$ cat src/design/tsp_pkg.sv
// Shared types and constants for the trapezoid speed profile unit.
// Used by the controller, the datapath and the top level; depends on nothing.
package tsp_pkg;

  // Data and configuration port widths
  localparam int unsigned DATA_W    = 32;
  localparam int unsigned FRAME_W   = 16;
  localparam int unsigned CFG_IDX_W = 3;

  // Configuration register indexes
  localparam logic [CFG_IDX_W-1:0] REG_TARGET_POSITION = 3'd0;
  localparam logic [CFG_IDX_W-1:0] REG_MAX_SPEED       = 3'd1;
  localparam logic [CFG_IDX_W-1:0] REG_MIN_SPEED       = 3'd2;
  localparam logic [CFG_IDX_W-1:0] REG_RAMP_FRAMES     = 3'd3;
  localparam logic [CFG_IDX_W-1:0] REG_SLOW_BAND       = 3'd4;
  localparam logic [CFG_IDX_W-1:0] REG_END_BAND        = 3'd5;
  localparam logic [CFG_IDX_W-1:0] REG_START_SPEED     = 3'd6;
  localparam logic [CFG_IDX_W-1:0] REG_START_GIVEN     = 3'd7;

  // Commands from the controller to the datapath
  typedef struct packed {
    logic accept;
    logic prep1;
    logic prep2;
    logic prep3;
    logic mul;
    logic div_start;
    logic post1;
    logic post2;
    logic load_out;
  } tsp_cmd_t;

  // Status from the datapath to the controller
  typedef struct packed {
    logic div_done;
  } tsp_sts_t;

endpackage

$ cat src/design/tsp_ctrl.sv
// Controller: sequences one word through the datapath and owns the handshakes.
// Uses tsp_pkg for the command and status structs.
module tsp_ctrl (
  input  logic              clk_i,
  input  logic              rst_ni,
  input  logic              in_valid_i,
  output logic              in_ready_o,
  output logic              out_valid_o,
  input  logic              out_ready_i,
  input  tsp_pkg::tsp_sts_t sts_i,
  output tsp_pkg::tsp_cmd_t cmd_o
);

  typedef enum logic [9:0] {
    S_IDLE  = 10'b00_0000_0001,
    S_PREP1 = 10'b00_0000_0010,
    S_PREP2 = 10'b00_0000_0100,
    S_PREP3 = 10'b00_0000_1000,
    S_MUL   = 10'b00_0001_0000,
    S_DIVS  = 10'b00_0010_0000,
    S_DIVW  = 10'b00_0100_0000,
    S_POST1 = 10'b00_1000_0000,
    S_POST2 = 10'b01_0000_0000,
    S_FIN   = 10'b10_0000_0000
  } state_e;

  state_e state_q, state_d;
  logic   out_valid_q;
  logic   out_free;

  assign out_free = !out_valid_q || out_ready_i;

  // Next state and commands
  always_comb begin
    state_d = state_q;
    cmd_o   = '0;
    unique case (state_q)
      S_IDLE: begin
        if (in_valid_i) begin
          cmd_o.accept = 1'b1;
          state_d      = S_PREP1;
        end
      end
      S_PREP1: begin
        cmd_o.prep1 = 1'b1;
        state_d     = S_PREP2;
      end
      S_PREP2: begin
        cmd_o.prep2 = 1'b1;
        state_d     = S_PREP3;
      end
      S_PREP3: begin
        cmd_o.prep3 = 1'b1;
        state_d     = S_MUL;
      end
      S_MUL: begin
        cmd_o.mul = 1'b1;
        state_d   = S_DIVS;
      end
      S_DIVS: begin
        cmd_o.div_start = 1'b1;
        state_d         = S_DIVW;
      end
      S_DIVW: begin
        if (sts_i.div_done) begin
          state_d = S_POST1;
        end
      end
      S_POST1: begin
        cmd_o.post1 = 1'b1;
        state_d     = S_POST2;
      end
      S_POST2: begin
        cmd_o.post2 = 1'b1;
        state_d     = S_FIN;
      end
      S_FIN: begin
        if (out_free) begin
          cmd_o.load_out = 1'b1;
          state_d        = S_IDLE;
        end
      end
      default: state_d = S_IDLE;
    endcase
  end

  // State and output valid registers
  always_ff @(posedge clk_i or negedge rst_ni) begin
    if (!rst_ni) begin
      state_q     <= S_IDLE;
      out_valid_q <= 1'b0;
    end else begin
      state_q <= state_d;
      if (cmd_o.load_out) begin
        out_valid_q <= 1'b1;
      end else if (out_ready_i) begin
        out_valid_q <= 1'b0;
      end
    end
  end

  assign in_ready_o  = (state_q == S_IDLE);
  assign out_valid_o = out_valid_q;

  // A new output word only appears from the final state.
  assert property (@(posedge clk_i) disable iff (!rst_ni)
    $rose(out_valid_q) |-> $past(state_q == S_FIN))
    else $error("output word raised outside the final state");

  // An untaken output word is never overwritten.
  assert property (@(posedge clk_i) disable iff (!rst_ni)
    cmd_o.load_out |-> (!out_valid_q || out_ready_i))
    else $error("output register loaded while still full");

  // Starting the dividers clears their done status.
  assert property (@(posedge clk_i) disable iff (!rst_ni)
    (state_q == S_DIVS) |=> !sts_i.div_done)
    else $error("divider done not cleared by start");

endmodule

$ cat config.mk
export PLATFORM = sky130hd
export DESIGN_NAME = tsp_ctrl
export DESIGN_NICKNAME = d
export VERILOG_FILES = /design/src/design/tsp_pkg.sv /design/src/design/tsp_ctrl.sv
export SDC_FILE = /design/constraint.sdc
export NUM_CORES = 1
export LEC_CHECK = 0
export BUFFER_PORTS_ARGS = -buffer_cell sky130_fd_sc_hd__clkbuf_2
export CAP_MARGIN = 20
export CELL_PAD_IN_SITES_DETAIL_PLACEMENT = 1
export CELL_PAD_IN_SITES_GLOBAL_PLACEMENT = 1
export CORE_UTILIZATION = 43
export DETAILED_ROUTE_END_ITERATION = 10
export PLACE_DENSITY_LB_ADDON = 0.05
export SLEW_MARGIN = 20
export SYNTH_ARGS = -nofsm -noshare
export SYNTH_HDL_FRONTEND = slang
export SYNTH_SLANG_ARGS = --single-unit
$ cat constraint.sdc
create_clock -name clk_i -period 3.6 [get_ports clk_i]
set_input_delay 0.36 -clock clk_i [delete_from_list [all_inputs] [get_ports clk_i]]
set_output_delay 0.36 -clock clk_i [all_outputs]
set_load 0.01 [all_outputs]
==> impl_metrics.json, run 1 <==
{
  "viasPerCell": 6.02,
  "synthArstFlopShare_pct": 100,
  "insertedDiodeCount": 0,
  "die_x_um": 43.5,
  "wl_per_cell_um": 15.7,
  "maxSlewViolCount": 0,
  "initial_core_util_pct": 47.5,
  "powerDensity_nw_per_um2": 550,
  "vias": 596,
  "crit_arrival_ps": 1740,
  "drt-pass1-iter-count": 6,
  "pwr-share-comb_pct": 39.8,
  "syn_to_final_growth_pct": 11.5,
  "htree_num_levels": 1,
  "pwr-share-seq_pct": 41.4,
  "finalNetCount": 89,
  "critPathCaptureType": "primary output",
  "slew_headroom_pct": 72.8,
  "synthSimpleGateAreaFrac_pct": 41.7,
  "grt_pass1_vias": 593,
  "max-vdd-ir-drop_mv": 0.325,
  "crit_required_ps": 3240,
  "cts_sinks": 11,
  "swShare_pct": 39.6,
  "start_kind": "flop",
  "cts_buffers": 3,
  "synth_compound_area_share_pct": 9.63,
  "gp_congestion": 0.728,
  "leakage_nw": 0.410,
  "drv_cap": 0,
  "drt_iter0_markers": 7,
  "die_h_um": 43.5,
  "wirelength_um": 1560,
  "ys_types": 30,
  "dp_hpwl_um": 1170,
  "fin_crit_sh_pct": 58.3,
  "synthAdderAreaFrac_pct": 0,
  "syn_area_um2": 741,
  "drcViolationCount": 3,
  "fmax_ghz": 0.476,
  "port_buffers": 15,
  "clock_latency_ps": 270,
  "grt_usage_pct": 20.9,
  "yosysWarnings": 0,
  "switchingPower_mw": 0.180,
  "dieArea_um2": 1890,
  "avgSynthCellArea_um2": 10.6,
  "ys.flop_type": "dfrtp_1",
  "violations": "DRC",
  "fp.coreArea_um2": 1560,
  "grt_overflow": 0,
  "drive_gt1_share_pct": 33.7,
  "ys_ff_latch": 11,
  "synth_top_family_by_area": "simple AND/OR/NAND/NOR gates",
  "finalHoldViolations": 0,
  "rows": 14,
  "hp-class": "primary input to flop",
  "rsz0062_at_grt": "false",
  "synth_edf_count": 0,
  "cts_tree": "done",
  "seq_area_frac_synth_pct": 37.3,
  "cts_root_buffer": "clkbuf_4",
  "power.share.clock_pct": 18.8,
  "drtAntennaViolNets": 0,
  "cts_max_path_buffers": 2,
  "finClkSkew_ps": 1.93,
  "synth_xor_xnor_area_share_pct": 3.55,
  "internal_power_mw": 0.274,
  "finalCriticalPeriod_ps": 2100,
  "clkTransAtPathRegs_ps": 70,
  "synth_nets": 75,
  "cp_max_fo": 11,
  "tightest_slew_ps": 409,
  "finalSetupViolations": 0,
  "status": "finished, violations left",
  "synthMuxAreaShare_pct": 0,
  "worstSetupPathType": "flop to primary output",
  "cts_setup_buffers": 0,
  "setup-tns-final_ps": 0,
  "p_total_mw": 0.454,
  "antenna_found_initial": 0,
  "synthCells": 70,
  "grt_max_degree": 12,
  "ioPinCount": 16,
  "grt_pass1_wl_um": 2840
}
==> final timing paths <==
path / start / end / cells after the start / slack (ps)
hold reg to reg: out_valid_o / out_valid_o / 2 / 550
hold / removal: sts_i / state_q[6] / 2 / 280
setup reg to reg: state_q[5] / state_q[0] / 4 / 2080
max in group asynchronous: rst_ni / state_q[0] / 2 / 2820
setup / recovery: state_q[1] / cmd_o[5] / 4 / 1500
min in group asynchronous: rst_ni / state_q[8] / 2 / 510
==> power groups by stage <==
stage          logic, mW  clock network, mW  registers [mW]
2_1_floorplan      0.166                  0           0.160
3_3_place_gp       0.177                  0           0.189
3_5_place_dp       0.182                  0           0.190
4_1_cts            0.184             0.0881           0.188
5_1_grt            0.201             0.0960           0.192
6_report           0.181             0.0851           0.188
==> placed cells by master (no fill, tap or decap) <==
cell type and count:
clkbuf_1 1, dlygate4sd3_1 1, a32o_1 2, o21ai_0 2, nor4_4 4, o211a_1 1
nor4_2 1, o211ai_1 1, and3b_1 1, dfrtp_1 10, nand4b_1 1, o2111ai_1 1
clkbuf_4 3, and4b_1 2, nand2b_1 1, nor2_1 3, and2_1 1, nor3b_1 8
nor3_2 1, nand2_1 5, clkbuf_2 15, inv_1 2, nor2b_1 2, xor2_1 3
inv_2 1, nor3b_2 1, nand2_2 1, nor4_1 4, dfstp_2 1, nor3_1 1
o21bai_1 2
==> final cells by class <==
type / instances / area [um^2]
multi-input combinational: 49 / 407
tap: 16 / 20.0
fill: 192 / 733
sequential: 11 / 277
clock buffer: 4 / 26.3
inverter: 3 / 11.3
timing repair buffer: 16 / 85.1
==> flip-flops by register name, summed over array words and instances, names as in the netlist <==
signal / flops
state_q: 10
out_valid_o: 1
==> cell families after synthesis <==
| family | after synthesis |
|---|---|
| flops | 11 |
| buf+inv | 10 |
| simple gates | 37 |
| compound gates | 9 |
| xor+xnor | 3 |
==> cell usage after synthesis (2+ instances only) <==
cell type  count  area, um^2
nor2_1         3        11.3
and4b_1        2        20.0
o21ai_0        2        10.0
xor2_1         3        26.3
buf_4          2        15.0
nor3b_1        8        60.1
inv_1          2        7.51
nand2_1        5        18.8
buf_2          4        20.0
dfrtp_1       10         250
a32o_1         2        20.0
nor4_1         4        25.0
nor2b_1        2        12.5
o21bai_1       2        15.0
nor4_4         4        85.1
==> worst max-delay path: stages (launching register included) <==
cell,delay (ps)
dfrtp_1,520
nor4_4,390
nand2_1,180
nor3b_1,220
clkbuf_2,160
==> routing by layer <==
metal  up-vias  part of all wire (%)  routed length, um  global-route usage (%)
met2        15                    48                745                    32.1
met4         0                   2.2                 35                    13.1
met3         4                   3.6                 56                    3.75
met1       290                    46                719                    27.3
met5         -                     0                  0                       0
li1        287                     -                  -                       -
==> timing repair <==
| action | in CTS | in global routing |
|---|---|---|
| gates resized for setup | 0 | 0 |
| endpoints found under the setup margin | 0 | 0 |
| hold buffers | 1 | 0 |
| endpoints found under the hold margin | 10 | 0 |
==> metrics by stage <==
stage	utilization [%]	cells	setup WS (ps)	hold WS [ps]	instance area (um^2)
final	53.0	99	1500	281	826
after detailed placement	50.6	94	1760	252	790
after floorplan	-	70	1930	64.4	741
after CTS	53.0	99	1460	274	826
after global placement	50.6	94	1810	252	790
after global routing	53.0	99	1320	292	826
No activity file was read; power rests on OpenSTA's default activity.
==> inputs of run 2 (changes only) <==
- CORE_UTILIZATION: 43 -> 40
- clock period: 3.6 -> 2 ns (I/O delays scaled with it)
==> run 2 against run 1 <==
  * Cell count up 11%
  * Routed wire length down 0.51%
  * Power up 88%
  * Non-clock buffer count up 2
  * First-iteration DRC count unchanged
  * Clock-buffer cell count unchanged
  * Global-route usage down 1.9 points
  * Setup slack worse by 1400 ps
  * Sequential power up 81%
  * The flow now finishes without violations
  * Die area up 7.1%
==> impl_metrics.json, run 2 (synthesis results as in run 1) <==
{
  "status": "completed",
  "seq_area_um2": 283,
  "cp_max_fo": 8,
  "largest_reg_flops": 10,
  "final_util_pct": 49.7,
  "power.share.clock_pct": 18.8,
  "htree_num_levels": 1,
  "worstSetupPathType": "flop to primary output",
  "fill_cells": 208,
  "clkTransAtPathRegs_ps": 80,
  "grt_max_degree": 12,
  "syn_to_final_growth_pct": 15.9,
  "vias": 596,
  "slew_headroom_pct": 79.1,
  "finalCriticalPeriod_ps": 1880,
  "pwr-share-comb_pct": 41.3,
  "finalSetupViolations": 0,
  "largest-register": "state_q",
  "drive_gt1_share_pct": 41.2,
  "port_buffers": 15,
  "swShare_pct": 39.2,
  "fin_cells": 110,
  "critPathMaxStageDelay_ps": 490,
  "critPathSlowestCell": "dfrtp_1",
  "crit_path_cell_trace": "nor4_4 > nand2_2 > nor3b_1 > clkbuf_2",
  "critical_path_buf_inv_count": 1,
  "initial_core_util_pct": 42.9,
  "critPathCaptureType": "primary output",
  "drtAntennaViolNets": 0,
  "cts_max_path_buffers": 2,
  "drv_cap": 0,
  "grt_pass1_wl_um": 2630,
  "cts_sinks": 11,
  "cts_tree": "done",
  "wl_per_cell_um": 14.1,
  "leakage_nw": 0.411,
  "fin_crit_sh_pct": 93.9,
  "insertedDiodeCount": 0,
  "antenna_found_initial": 0,
  "grt_usage_pct": 19.1,
  "drt_iter0_markers": 7,
  "clock_latency_ps": 280,
  "die_x_um": 45.0,
  "internal_power_mw": 0.518,
  "maxSlewViolCount": 0,
  "grt_overflow": 0,
  "final_cell_mix": "clkbuf_2, nor3b_1, nand2_1, dfrtp_1, dfrtp_2",
  "fp.coreArea_um2": 1730,
  "cp_top_family": "simple AND/OR/NAND/NOR gates",
  "powerDensity_nw_per_um2": 993,
  "drt-pass1-iter-count": 4,
  "switchingPower_mw": 0.334,
  "dp.cells": 103,
  "finalHoldViolations": 0,
  "crit_required_ps": 1800,
  "fmax_ghz": 0.532,
  "dp_hpwl_um": 1140,
  "grt_pass1_vias": 562,
  "max-vdd-ir-drop_mv": 0.653,
  "ioPinCount": 16,
  "dieArea_um2": 2030,
  "start_kind": "flop",
  "multi_input_area_um2": 407,
  "hp-class": "primary input to flop",
  "cts_buffers": 3,
  "tightest_slew_ps": 313,
  "finClkSkew_ps": 4.87,
  "drcViolationCount": 0,
  "viasPerCell": 5.42,
  "cts_root_buffer": "clkbuf_4",
  "final_common_cell": "clkbuf_2",
  "pwr-share-seq_pct": 40.0,
  "crit_arrival_ps": 1680,
  "die_h_um": 45.0,
  "wirelength_um": 1550,
  "rows": 15,
  "gp_congestion": 0.730,
  "finalNetCount": 91
}
==> run 2: final timing paths <==
kind	slack [ps]	endpoint	startpoint	depth (start not counted)
hold reg to reg	540	out_valid_o	out_valid_o	2
setup / recovery	120	cmd_o[7]	state_q[3]	4
max in group asynchronous	1400	state_q[0]	rst_ni	2
min in group asynchronous	320	state_q[4]	rst_ni	2
setup reg to reg	530	state_q[0]	state_q[3]	4
hold / removal	110	state_q[6]	sts_i	2
==> run 2: cell type report <==
| cell class | instances | share of cell area [%] |
|---|---|---|
| multi-input cells | 49 | 47.4 |
| flip-flops and latches | 11 | 32.9 |
| repair buffers | 18 | 11.7 |
| inverters | 3 | 1.31 |
| clock buffers | 4 | 3.06 |
| well taps | 25 | 3.64 |
==> run 2: power by group through the flow <==
stage,clock [mW],combinational [mW],sequential [mW]
after floorplan,0,0.299,0.288
after global placement,0,0.320,0.341
after detailed placement,0,0.324,0.343
after CTS,0.167,0.326,0.339
after global routing,0.177,0.383,0.350
final,0.160,0.352,0.341
==> run 2: metrics by stage <==
stage / hold slack, ps / worst slack, ps / TNS [ps] / cell area [um^2] / total power, mW
2_1_floorplan: -95.6 / 491 / 0 / 741 / 0.587
3_3_place_gp: 95.3 / 369 / 0 / 801 / 0.661
3_5_place_dp: 95.1 / 366 / 0 / 801 / 0.666
4_1_cts: 101 / 44.3 / 0 / 837 / 0.832
5_1_grt: 116 / -4.09 / -4.09 / 858 / 0.910
6_report: 106 / 121 / 0 / 858 / 0.852
==> run 2: timing repair <==
item / CTS / global route
hold endpoints to repair: 10 / 0
gates resized for setup: 0 / 5
setup buffers: 0 / 2
hold buffers: 1 / 0
endpoints found under the setup margin: 0 / 7
==> run 2: routing by layer <==
metal	vias up	part of all wire (%)	global-route usage, %	routed length, um
met4	0	3.2	14.5	49
li1	288	-	-	-
met3	5	3.0	3.60	46
met5	-	0	0	0
met2	14	43	26.4	667
met1	289	51	25.9	784
==> inputs of run 3 (changes only) <==
- CTS_CLUSTER_DIAMETER: not set -> 120
- GPL_ROUTABILITY_DRIVEN: not set -> 0
- PLACE_DENSITY_LB_ADDON: 0.05 -> 0.1
==> run 3 against run 2 <==
  * Combinational power is 2% higher
  * Core utilization grew 0.58 points
  * Critical path depth unchanged
  * Highest routed layer unchanged
  * Register-to-register slack is essentially flat
  * Global-route usage is 0.15 points higher
==> impl_metrics.json, run 3 (synthesis results as in run 1) <==
{
  "rows": 15,
  "clock_latency_ps": 280,
  "drt-pass1-iter-count": 4,
  "grt_pass1_wl_um": 2620,
  "grt_usage_pct": 19.2,
  "finalHoldViolations": 0,
  "cts_root_buffer": "clkbuf_4",
  "critPathCaptureType": "primary output",
  "wirelength_met1_um": 803,
  "clkTransAtPathRegs_ps": 70,
  "critPathSlowestCell": "dfrtp_2",
  "antenna_found_initial": 0,
  "vias": 584,
  "dp.cells": 103,
  "critPathMaxStageDelay_ps": 500,
  "fp.coreArea_um2": 1730,
  "initial_core_util_pct": 42.9,
  "finalCriticalPeriod_ps": 1880,
  "cts_max_path_buffers": 2,
  "tightest_slew_ps": 333,
  "wirelength_um": 1640,
  "final_util_pct": 50.3,
  "final_cell_mix": "clkbuf_2, nor3b_1, dfrtp_2, nor4_4",
  "met3_length_um": 55,
  "max-vdd-ir-drop_mv": 0.751,
  "status": "completed",
  "cts_buffers": 3,
  "drive_gt1_share_pct": 44.0,
  "cp_top_family": "simple AND/OR/NAND/NOR gates",
  "final_common_cell": "clkbuf_2",
  "drtAntennaViolNets": 0,
  "maxSlewViolCount": 0,
  "grt_pass1_vias": 546,
  "setup-tns-final_ps": 0,
  "start_kind": "flop",
  "grt_max_degree": 12,
  "slew_headroom_pct": 77.8,
  "internal_power_mw": 0.520,
  "largest-register": "state_q",
  "power.share.clock_pct": 18.0,
  "largest_reg_flops": 10,
  "crit_required_ps": 1800,
  "p_total_mw": 0.865,
  "cp_max_fo": 9,
  "ioPinCount": 16,
  "leakage_nw": 0.408,
  "r2r_slack_ps": 520,
  "placed_area_um2": 801,
  "cts_tree": "done",
  "syn_to_final_growth_pct": 17.2,
  "cts_sinks": 11,
  "crit_arrival_ps": 1680,
  "swShare_pct": 39.9,
  "insertedDiodeCount": 0,
  "pwr-share-seq_pct": 40.6,
  "finalNetCount": 90,
  "worstSetupPathType": "flop to primary output",
  "maxUsedRoutingLayer": "met4",
  "dieArea_um2": 2030,
  "grt_overflow": 0,
  "wl_per_cell_um": 15.0,
  "drcViolationCount": 0,
  "fin_cells": 109,
  "port_buffers": 15,
  "drt_iter0_markers": 5,
  "hp-class": "primary input to flop",
  "critical_path_buf_inv_count": 1,
  "htree_num_levels": 1,
  "fmax_ghz": 0.532,
  "switchingPower_mw": 0.345,
  "die_x_um": 45.0,
  "dp_hpwl_um": 1200,
  "pwr-share-comb_pct": 41.4,
  "powerDensity_nw_per_um2": 996,
  "rsz0062_at_grt": "false",
  "crit_path_cell_trace": "nor4_4 > nand2_1 > nor3b_2 > clkbuf_2",
  "viasPerCell": 5.36,
  "design_area_um2": 868,
  "fin_crit_sh_pct": 93.9,
  "die_h_um": 45.0,
  "finalSetupViolations": 0,
  "finClkSkew_ps": 4.55,
  "met2RoutedLength_um": 728,
  "drv_cap": 0
}
==> run 3: cell type report <==
| class | count | area [um^2] |
|---|---|---|
| clock buffers | 4 | 26.3 |
| fillers | 206 | 858 |
| inverters | 3 | 11.3 |
| multi-input cells | 49 | 423 |
| flip-flops and latches | 11 | 284 |
| well taps | 25 | 31.3 |
| repair buffers | 17 | 92.6 |
==> run 3: final timing paths <==
check,startpoint,end,depth (start not counted)
setup / recovery,state_q[6],cmd_o[3],4
hold / removal,sts_i,state_q[6],2
setup reg to reg,state_q[0],state_q[0],4
hold reg to reg,out_valid_o,out_valid_o,2
max in group asynchronous,rst_ni,state_q[0],2
min in group asynchronous,rst_ni,state_q[3],2
==> run 3: routing by layer <==
layer	vias to the layer above	global-route usage, %
li1	281	-
met4	0	12.7
met2	17	27.2
met5	-	0
met1	281	26.4
met3	5	3.60
==> run 3: power by group through the flow <==
stage          Sequential (mW)  Combinational, mW  Clock, mW
3_5_place_dp             0.345              0.329          0
2_1_floorplan            0.288              0.299          0
6_report                 0.351              0.358      0.156
5_1_grt                  0.362              0.390      0.172
3_3_place_gp             0.341              0.325          0
4_1_cts                  0.341              0.331      0.165
==> run 3: repair_timing <==
action,4_1_cts,5_1_grt
hold buffers,1,0
hold endpoints to repair,10,0
setup endpoints to repair,0,9
setup buffers,0,1
gates resized for setup,0,9
==> run 3: through the flow <==
stage / setup WS [ps] / hold slack (ps)
global route: 1.27 / 126
floorplan: 491 / -95.6
finish: 122 / 126
global placement: 312 / 95.2
CTS: 0.956 / 117
detailed placement: 312 / 99.8
